===== src/scope_trigger_capture_top_defines.svh =====
// Assertion macros shared by the scope trigger capture RTL.
// Needs a clock named clk and a synchronous reset named rst in the including module.
`ifndef SCOPE_TRIGGER_CAPTURE_TOP_DEFINES_SVH
`define SCOPE_TRIGGER_CAPTURE_TOP_DEFINES_SVH

// Same-cycle implication, checked outside reset.
`define STC_ASSERT_NOW(lbl, ante, cons, msg) \
  lbl: assert property (@(posedge clk) disable iff (rst) (ante) |-> (cons)) else $error(msg);

// Next-cycle implication, checked outside reset.
`define STC_ASSERT_NEXT(lbl, ante, cons, msg) \
  lbl: assert property (@(posedge clk) disable iff (rst) (ante) |=> (cons)) else $error(msg);

`endif


===== src/stc_pkg.sv =====
// Shared types, constants and the extent decay function for scope trigger capture.
// No dependencies.
`default_nettype none

package stc_pkg;

  localparam int SAMPLE_W = 16;
  localparam int CURSOR_W = 24;
  localparam int STEP_W   = 9;
  localparam int START_W  = 12;
  localparam int CFG_W    = 12;
  localparam int FRAC_W   = 8;

  // Configuration register indexes
  localparam logic REG_CURSOR_STEP  = 1'b0;
  localparam logic REG_SEARCH_START = 1'b1;

  localparam logic [STEP_W-1:0]  CURSOR_STEP_RST  = 9'd256;
  localparam logic [START_W-1:0] SEARCH_START_RST = 12'd192;

  // 0.9999 in Q0.24
  localparam logic [23:0] DECAY_Q24 = 24'd16775538;

  localparam logic signed [SAMPLE_W-1:0] EXTENT_TOP = 16'sd32767;
  localparam logic signed [SAMPLE_W-1:0] EXTENT_BOT = -16'sd32767;
  localparam logic [CURSOR_W-1:0]        CURSOR_MAX = 24'hFFFFFF;

  typedef struct packed {
    logic [STEP_W-1:0]  cursor_step;
    logic [START_W-1:0] search_start;
  } cfg_t;

  typedef struct packed {
    logic triggered;
    logic write_valid;
  } flags_t;

  // Scale magnitude by 0.9999, truncating toward zero
  function automatic logic signed [SAMPLE_W-1:0] decay(input logic signed [SAMPLE_W-1:0] x);
    logic [16:0] mag;
    logic [40:0] prod;
    logic [16:0] dmag;
    mag  = x[15] ? (17'd0 - {x[15], x}) : {1'b0, x};
    prod = 41'(mag) * 41'(DECAY_Q24);
    dmag = prod[40:24];
    decay = x[15] ? 16'(17'd0 - dmag) : dmag[15:0];
  endfunction

endpackage

`default_nettype wire


===== src/stc_core.sv =====
// Trigger state, cursor and capture span logic for scope trigger capture.
// Depends on stc_pkg and scope_trigger_capture_top_defines.svh.
`default_nettype none
`include "scope_trigger_capture_top_defines.svh"

module stc_core #(
  parameter int CAPTURE_DEPTH = 128,
  parameter int IDX_W         = 7
) (
  input  wire logic                          clk,
  input  wire logic                          rst,
  input  wire stc_pkg::cfg_t                 cfg,
  input  wire logic                          item_valid,
  input  wire logic signed [15:0]            sample,
  output stc_pkg::flags_t                    flags,
  output logic [IDX_W-1:0]                   write_first,
  output logic [IDX_W-1:0]                   write_last,
  output logic signed [15:0]                 write_value
);
  import stc_pkg::*;

  localparam int IDXF_W = CURSOR_W - FRAC_W;
  localparam logic [CURSOR_W-1:0] WIN_LIMIT  = CURSOR_W'((CAPTURE_DEPTH + 1) * 256);
  localparam logic [IDXF_W-1:0]   DEPTH_IDX  = IDXF_W'(CAPTURE_DEPTH);
  localparam logic [IDX_W-1:0]    LAST_IDX   = IDX_W'(CAPTURE_DEPTH - 1);

  // State registers
  logic [CURSOR_W-1:0]        cursor_pos, cursor_pos_next;
  logic [CURSOR_W-1:0]        prev_cursor_pos, prev_cursor_pos_next;
  logic signed [SAMPLE_W-1:0] run_min, run_min_next;
  logic signed [SAMPLE_W-1:0] run_max, run_max_next;
  logic                       min_reached, min_reached_next;
  logic                       max_reached, max_reached_next;
  logic signed [SAMPLE_W-1:0] last_sample;

  logic                armed, fire, min_hit, max_hit, in_window, span_ok;
  logic [CURSOR_W-1:0] cur_eff;
  logic [CURSOR_W:0]   cur_sum;
  logic [IDXF_W-1:0]   idx_a, idx_b;

  // Trigger search and extent tracking
  always_comb begin
    armed    = cursor_pos > {{(CURSOR_W-START_W-FRAC_W){1'b0}}, cfg.search_start, 8'd0};
    min_hit  = min_reached;
    max_hit  = max_reached;
    run_min_next     = run_min;
    run_max_next     = run_max;
    min_reached_next = min_reached;
    max_reached_next = max_reached;
    fire = 1'b0;
    if (armed) begin
      if (!min_reached) begin
        min_hit      = sample <= run_min;
        run_min_next = decay(run_min);
      end
      if (!max_reached) begin
        max_hit      = sample >= run_max;
        run_max_next = decay(run_max);
      end
      min_reached_next = min_hit;
      max_reached_next = max_hit;
      fire = min_hit && max_hit && last_sample[15] && !sample[15];
      if (fire) begin
        run_min_next     = EXTENT_TOP;
        run_max_next     = EXTENT_BOT;
        min_reached_next = 1'b0;
        max_reached_next = 1'b0;
      end
    end else begin
      if (sample < run_min) run_min_next = sample;
      if (sample > run_max) run_max_next = sample;
    end
  end

  // Capture span and cursor advance
  always_comb begin
    cur_eff   = fire ? '0 : cursor_pos;
    in_window = cur_eff <= WIN_LIMIT;
    idx_a     = prev_cursor_pos[CURSOR_W-1:FRAC_W];
    idx_b     = cur_eff[CURSOR_W-1:FRAC_W];
    span_ok   = in_window && (idx_a <= idx_b) && (idx_a < DEPTH_IDX);
    flags.write_valid = span_ok;
    flags.triggered   = fire;
    write_first = span_ok ? idx_a[IDX_W-1:0] : '0;
    write_last  = !span_ok ? '0 : (idx_b < DEPTH_IDX ? idx_b[IDX_W-1:0] : LAST_IDX);
    write_value = span_ok ? sample : '0;
    prev_cursor_pos_next = cur_eff;
    cur_sum = {1'b0, cur_eff} + (CURSOR_W+1)'(cfg.cursor_step);
    cursor_pos_next = cur_sum[CURSOR_W] ? CURSOR_MAX : cur_sum[CURSOR_W-1:0];
  end

  always_ff @(posedge clk) begin
    if (rst) begin
      cursor_pos      <= '0;
      prev_cursor_pos <= '0;
      run_min         <= EXTENT_TOP;
      run_max         <= EXTENT_BOT;
      min_reached     <= 1'b0;
      max_reached     <= 1'b0;
      last_sample     <= '0;
    end else if (item_valid) begin
      cursor_pos      <= cursor_pos_next;
      prev_cursor_pos <= prev_cursor_pos_next;
      run_min         <= run_min_next;
      run_max         <= run_max_next;
      min_reached     <= min_reached_next;
      max_reached     <= max_reached_next;
      last_sample     <= sample;
    end
  end

  // Trigger restarts the cursor one step in
  `STC_ASSERT_NEXT(a_fire_restart, item_valid && fire, cursor_pos == CURSOR_W'($past(cfg.cursor_step)), "cursor not restarted on trigger")
  // Trigger clears both reached flags
  `STC_ASSERT_NEXT(a_fire_clear, item_valid && fire, !min_reached && !max_reached, "reached flags not cleared on trigger")
  // Tracking phase never changes the reached flags
  `STC_ASSERT_NEXT(a_track_flags, item_valid && !armed, $stable(min_reached) && $stable(max_reached), "reached flags changed while tracking")

endmodule

`default_nettype wire


===== src/scope_trigger_capture_top.sv =====
// Top level of scope trigger capture: stream ports, config registers, pipeline registers.
// Depends on stc_pkg, stc_core and scope_trigger_capture_top_defines.svh.
//
// Usage:
//   s_* carries one signed 16-bit sample per item. m_* returns exactly one result
//   item per sample: tuser flags (write_valid, triggered) and, in tdata, the span
//   of capture indices to fill with the sample value (zero when nothing is written).
//   cfg_wen/cfg_addr/cfg_wdata write cursor_step (index 0) and search_start
//   (index 1); write them only while no item is in flight.
//   Pipeline: two register stages, input register and result register.
//   Throughput: one item per cycle while m_tready is high; the state update
//   between the stages is combinational (extent compare plus one 17x24
//   constant multiply per extent for the decay).
//   Stall: while m_tready is low the result is held; one more sample is taken
//   into the input register, then s_tready drops until the result is taken.
//   Reset: clears both stages, the cursor and the trigger state, and returns
//   cursor_step to 256 and search_start to 192.
`default_nettype none
`include "scope_trigger_capture_top_defines.svh"

module scope_trigger_capture_top #(
  parameter int CAPTURE_DEPTH = 128
) (
  input  wire logic                                   clk,
  input  wire logic                                   rst,
  // config write port
  input  wire logic                                   cfg_wen,
  input  wire logic                                   cfg_addr,
  input  wire logic [stc_pkg::CFG_W-1:0]              cfg_wdata,
  // input stream
  input  wire logic                                   s_tvalid,
  output logic                                        s_tready,
  input  wire logic [15:0]                            s_tdata,  // [15:0] sample
  // output stream
  output logic                                        m_tvalid,
  input  wire logic                                   m_tready,
  // low to high: write_first, write_last, write_value, zero fill
  output logic [(((2*$clog2(CAPTURE_DEPTH)+16)+7)/8)*8-1:0] m_tdata,
  output logic [1:0]                                  m_tuser   // [0] write_valid, [1] triggered
);
  import stc_pkg::*;

  localparam int IDX_W  = $clog2(CAPTURE_DEPTH);
  localparam int USED_W = 2 * IDX_W + SAMPLE_W;
  localparam int DATA_W = ((USED_W + 7) / 8) * 8;

  cfg_t cfg;

  logic                       in_valid;
  logic signed [SAMPLE_W-1:0] in_sample;
  logic                       advance;
  logic                       item_valid;

  flags_t                     flags;
  logic [IDX_W-1:0]           write_first, write_last;
  logic signed [SAMPLE_W-1:0] write_value;

  // Configuration registers
  always_ff @(posedge clk) begin
    if (rst) begin
      cfg.cursor_step  <= CURSOR_STEP_RST;
      cfg.search_start <= SEARCH_START_RST;
    end else if (cfg_wen) begin
      case (cfg_addr)
        REG_CURSOR_STEP:  cfg.cursor_step  <= cfg_wdata[STEP_W-1:0];
        REG_SEARCH_START: cfg.search_start <= cfg_wdata[START_W-1:0];
        default: ;
      endcase
    end
  end

  // Handshake: result register frees, input register moves forward
  assign advance    = !m_tvalid || m_tready;
  assign s_tready   = !in_valid || advance;
  assign item_valid = in_valid && advance;

  // Input register
  always_ff @(posedge clk) begin
    if (rst) begin
      in_valid <= 1'b0;
    end else if (s_tvalid && s_tready) begin
      in_valid <= 1'b1;
    end else if (advance) begin
      in_valid <= 1'b0;
    end
  end

  always_ff @(posedge clk) begin
    if (s_tvalid && s_tready) begin
      in_sample <= s_tdata;
    end
  end

  stc_core #(
    .CAPTURE_DEPTH (CAPTURE_DEPTH),
    .IDX_W         (IDX_W)
  ) u_core (
    .clk         (clk),
    .rst         (rst),
    .cfg         (cfg),
    .item_valid  (item_valid),
    .sample      (in_sample),
    .flags       (flags),
    .write_first (write_first),
    .write_last  (write_last),
    .write_value (write_value)
  );

  // Result register
  always_ff @(posedge clk) begin
    if (rst) begin
      m_tvalid <= 1'b0;
    end else if (advance) begin
      m_tvalid <= in_valid;
    end
  end

  always_ff @(posedge clk) begin
    if (item_valid) begin
      m_tdata <= DATA_W'({write_value, write_last, write_first});
      m_tuser <= {flags.triggered, flags.write_valid};
    end
  end

  // A written span never runs backward
  `STC_ASSERT_NOW(a_span_order, m_tvalid && m_tuser[0],
    m_tdata[IDX_W-1:0] <= m_tdata[2*IDX_W-1:IDX_W], "span first after last")
  // No write means an all-zero payload
  `STC_ASSERT_NOW(a_zero_payload, m_tvalid && !m_tuser[0], m_tdata == '0,
    "payload not zero without write")
  // An empty result register always takes a new item
  `STC_ASSERT_NOW(a_ready_free, !m_tvalid, s_tready,
    "input stalled with result register empty")

endmodule

`default_nettype wire

===== config.mk =====
export PLATFORM = sky130hd
export DESIGN_NAME = scope_trigger_capture_top
export DESIGN_NICKNAME = d
export VERILOG_FILES = /design/src/stc_pkg.sv /design/src/stc_core.sv /design/src/scope_trigger_capture_top.sv
export VERILOG_INCLUDE_DIRS = /design/src /design/src/src
export SDC_FILE = /design/constraint.sdc
export NUM_CORES = 1
export LEC_CHECK = 0
export BUFFER_PORTS_ARGS = -buffer_cell sky130_fd_sc_hd__buf_4
export CORE_ASPECT_RATIO = 1.1
export CORE_MARGIN = 2
export CORE_UTILIZATION = 55
export CTS_CLUSTER_DIAMETER = 60
export DETAILED_ROUTE_END_ITERATION = 7
export PLACE_DENSITY = 0.81
export SKIP_LAST_GASP = 1
export SLEW_MARGIN = 20
export SYNTH_ARGS = -nofsm -noshare
export SYNTH_HDL_FRONTEND = slang
export SYNTH_HIERARCHICAL = 1
export SYNTH_SLANG_ARGS = --single-unit

===== constraint.sdc =====
create_clock -name clk -period 26.5 [get_ports clk]
set_clock_uncertainty 0.2 [all_clocks]
set_input_delay 5.3 -clock clk [delete_from_list [all_inputs] [get_ports clk]]
set_output_delay 5.3 -clock clk [all_outputs]
set_load 0.01 [all_outputs]

==> Yosys cells after proc, flatten, opt, wreduce, memory -nomap -nowiden <==
Index checks and enable logic that the tools add are counted.
{ "totals": {"ramBits": 0, "romBits": 0, "register_bits": 169, "n_memories": 0, "output_inout_bits": 36, "word_cells": 77, "input_bits": 34, "latchBits": 0} }
{ "classes": {"shift": 0, "multipliers": 2, "n_bitwise": 1, "n_addsub": 5, "reduce_logical": 20, "order_cmp": 9, "div_mod_pow": 0, "n_mux": 24, "eq_ne": 2} }
{ "ops": {"columns": ["op", "count"], "rows": [
  ["16-bit two-way mux", 10],
  ["17-bit by 23-bit multiplier with 39-bit output, second input constant", 2],
  ["24-bit two-way mux", 2],
  ["17-bit two-way mux", 2],
  ["1-bit by 16-bit subtractor with 17-bit output, first input constant", 2],
  ["16-bit less-or-equal comparator", 2],
  ["16-bit by 8-bit less-than comparator with 1-bit output, second input constant", 2],
  ["1-bit by 16-bit subtractor with 16-bit output, first input constant", 2],
  ["24-bit by 9-bit adder with 25-bit output", 1],
  ["24-bit by 20-bit > comparator with 1-bit output", 1],
  ["24-bit by 16-bit less-or-equal comparator with 1-bit output, second input constant", 1],
  ["16-bit >= comparator", 1],
  ["16-bit > comparator", 1],
  ["16-bit less-than comparator", 1],
  ["1-bit two-way mux", 9],
  ["1-bit logical AND", 7],
  ["7-bit two-way mux", 1],
  ["3-bit != test, second input constant", 2],
  ["2-bit AND reduction", 3],
  ["3-bit AND reduction", 2],
  ["2-bit nonzero test", 3],
  ["1-bit zero test", 3],
  ["1-bit logical OR", 2],
  ["1-bit NOT", 1]
]} }

==> Longest topological paths before layout <==
{ "depth": {"word_depth": 11, "mapped_depth": 33, "depth_no_buf": 33} }

==> By module <==
The synthesis kept the hierarchy.
{ "by_module_without_submodules": {"columns": ["module", "seq_area_each_um2", "instances", "cells_each", "area_each_um2"], "rows": [
  ["stc_core", 1501.4, 1, 2365, 20373.3],
  ["scope_trigger_capture_top", 1901.8, 1, 148, 2444.8]
]} }

==> Least setup slack after synthesis <==
No wires, ideal clock.
{ "synth_path": {"path_type": "input to output", "startpoint": "in m_tready", "endpoint": "out s_tready", "arrival_time_ns": 5.508, "path_slack_ns": 15.492, "cell_stages": 1, "required_ns": 21.000, "path_buffers": 0, "cell_sequence": "nand3b_1"} }
{ "synth_via": {"elab_chain_len": 2} }
{ "synth_rtl": {"columns": ["item", "line_no", "text"], "rows": [
  ["start: declaration", "scope_trigger_capture_top.sv:36", "input wire logic m_tready,"],
  ["1-bit logical OR", "scope_trigger_capture_top.sv:73", "assign advance = !m_tvalid || m_tready;"],
  ["1-bit logical OR", "scope_trigger_capture_top.sv:74", "assign s_tready = !in_valid || advance;"],
  ["end: declaration", "scope_trigger_capture_top.sv:32", "output logic s_tready,"]
]} }
Every way passes these cells.

==> Worst setup path after layout <==
Same ends and word-level chain as after synthesis.

==> qor.csv <==
stage;metric;value;unit
placement;routability cong.;0.950;
layout;antenna diode count;0;
logic_synthesis;EDFF count, synth;48;
die;Starting Density;55.5;%
sta;Final Setup Violations;0;
logic_synthesis;adder-cell area share of the yosys netlist;43.6;%
placement;PortBufs;67;
outcome;status;finished, final reports clean;
setup_path;Worst setup EP type;output port;
detailed_routing;# DRC;0;
sta;fin crit share;42.5;%
clocking;clk buf depth;2;
setup_path;crit start category;input pin;
layout;Finished Cell Area;24500;um2
sta;clock period minus worst slack;11.26;ns
logic_synthesis;mux contribution to synthesized area;1.17;%
logic_synthesis;ys async rst share;0;%
logic_synthesis;Yosys top cell area share;25.4;%
logic_synthesis;largest family of logic cells by synthesized area;adder cells;
clocking;clk_lat worst skew;0.43;ns
setup_path;Max FO, Critical Path;3;
placement;placed cell areas;23900;um2
detailed_routing;1st-pass router iterations;6;
logic_synthesis;Syn Inst Count;2513;
setup_path;family with the most delay on the worst path;buffers and inverters;
logic_synthesis;ys flop type;dfxtp_1;
die;IO Count;70;
worst_hold_path;worst hold path type;reg2reg;
detailed_routing;average wire per standard cell;18.6;um
layout;Final Non-Filler Cells;3120;
layout;most common cell after layout, fill and taps aside;inv_1;
clocking;Worst-path clk slew;0.06;ns
sta;Slew Viols, Final;0;
clocking;CTS Buf Count;17;
clocking;PostCTS Resize Cnt;0;
sta;Hold Fails Final Rpt;0;
detailed_routing;Vias/cell;5.85;
global_routing;initial antenna violation count;0;
clocking;CTS tree;yes;
sta;fmax;88.8;MHz
layout;Nets;3203;
layout;Layout area overhead;7.22;%
logic_synthesis;cell taking the most area after synthesis;fa_1;
detailed_routing;final WL;57900;um
setup_path;slowest CP cell;nand3b_1;
sta;slew at the pin with the worst max-slew slack;1.15;ns
setup_path;most frequent CP cell;buf_4;
global_routing;vias in the first global route;18749;
placement;dpl cells;3088;
global_routing;Tot GR Track Use;27.4;%
setup_path;worst path cell trace;buf_4 > nand3b_1 > buf_4;
logic_synthesis;Synth Area in Simple Gates;11.4;%
sta;setup TNS;0;ns
setup_path;Worst Path Required;21.00;ns
die;Die Y-Extent;218;um
clocking;clock sinks;146;
setup_path;Crit Path Category;in2out;
sta;Max-slew headroom;23.4;%
die;Die ar.;43100;um2
global_routing;grt ovf;0;
detailed_routing;Antenna Violating Nets Remaining;0;
global_routing;first-pass GRT wire length;94100;um
die;Chip Width;198;um
layout;layout cells sized above 1;6.21;%
logic_synthesis;Mapped Avg Cell Area;9.08;um2
logic_synthesis;Seq cells post-synth;146;
layout;most frequent cells in the layout;544 x inv_1, 333 x ha_1, 289 x fa_1, 132 x a21oi_1, 132 x nand2_1;
setup_path;CP peak stage delay;0.18;ns
clocking;CTS root buf;clkbuf_16;
detailed_routing;DRT iter0 DRCs;1547;
die;Core ar.;41100;um2
logic_synthesis;Seq/Total Area, Yosys;14.9;%
logic_synthesis;synth warn;6;
placement;hpwl dp;48300;um
logic_synthesis;Synth area leaders;fa_1 25%, ha_1 18%, inv_1 8.9%;
clocking;CTS Hold Buffers Added;0;
die;row count;78;
setup_path;Arr. time, crit path;5.76;ns
clocking;CTS H-tree depth;4;
clocking;post-CTS setup buffer count;0;
sta;RSZ-0062 raised after global routing;no;
logic_synthesis;Synth Area in Compound Gates;14.7;%
detailed_routing;detailed-route via count;18262;
logic_synthesis;Synth Cell Area;22800;um2
logic_synthesis;Synth cell types;96;
logic_synthesis;XOR/XNOR share of the synthesized area;3.72;%
global_routing;maximum number of pins on one net before global-route repair;76;
run;MaxCap Viol Count;0;
setup_path;Buffers & Inverters on Critical Path;2;
layout make-up:
type / count / area (um2)
timing repair buffer: 86 / 646
inverter: 546 / 2050
tap: 560 / 701
clock buffer: 20 / 437
clock inverter: 12 / 160
sequential: 146 / 3400
fill: 3418 / 16600
multi-input combinational: 1750 / 17100
final timing paths:
| path | from | to | slack, ns | cells after the start |
|---|---|---|---|---|
| hold / removal | u_core/prev_cursor_pos[8] | u_core/prev_cursor_pos[8] | 0.27 | 2 |
| setup reg to reg | u_core/run_min[0] | u_core/run_min[15] | 16.36 | 29 |
| hold reg to reg | u_core/prev_cursor_pos[8] | u_core/prev_cursor_pos[8] | 0.27 | 2 |
| setup / recovery | m_tready | s_tready | 15.24 | 3 |
flip-flops by register name, indices dropped and copies added (netlist names):
signal / cells
u_core/run_max: 16
m_tuser: 2
cfg: 21
u_core/cursor_pos: 24
in_sample: 16
m_tvalid: 1
u_core/last_sample: 1
u_core/prev_cursor_pos: 16
u_core/min_reached: 1
u_core/run_min: 16
in_valid: 1
u_core/max_reached: 1
m_tdata: 30
synth_stat cells (all sizes together), types with 16 or more instances:
cell,instances
nand2,133
o211ai,21
mux2i,20
and2,41
nor3,31
inv,545
ha,333
a211oi,31
dfxtp,98
nand4,27
nand2b,31
fa,289
nand3,69
edfxtp,48
o21a,18
o21ai,88
buf,16
a31oi,22
clkbuf,61
o22ai,17
xnor2,70
xor2,26
nor4,23
o31ai,17
a21oi,133
a21o,48
nor2,81
metrics by stage:
step                      setup WS, ns  utilization, %  hold WS, ns
after floorplan                  15.49               -        0.234
after global placement           15.25            58.1        0.251
after detailed placement         15.25            58.1        0.259
after CTS                        15.24            59.5        0.268
after global routing             15.22            59.5        0.291
final                            15.24            59.5        0.268
logic make-up after synthesis:
group                    after synthesis
buffers and inverters                623
other                                  2
AO/OA/AOI/OAI                        495
XOR/XNOR                              96
adder cells (fa/ha/maj)              622
flip-flops                           146
AND/OR/NAND/NOR                      503
multiplexers                          26
worst min-delay path, delay by kind of cell (launching register included):
family / cells / cell delay [ns]
compound gates: 1 / 0.06
simple gates: 1 / 0.06
flops: 1 / 0.31
routing by layer:
layer / vias to the layer above / GRT usage [%] / routed length [um]
met4: 0 / 8.25 / 1640
li1: 8465 / - / -
met2: 665 / 48.0 / 28900
met3: 118 / 3.70 / 3500
met5: - / 0 / 0
met1: 9014 / 35.2 / 23800
Power is left out: the tool's default activity adds up to more than one toggle a clock period on the data nets, which glitch-free logic cannot reach.
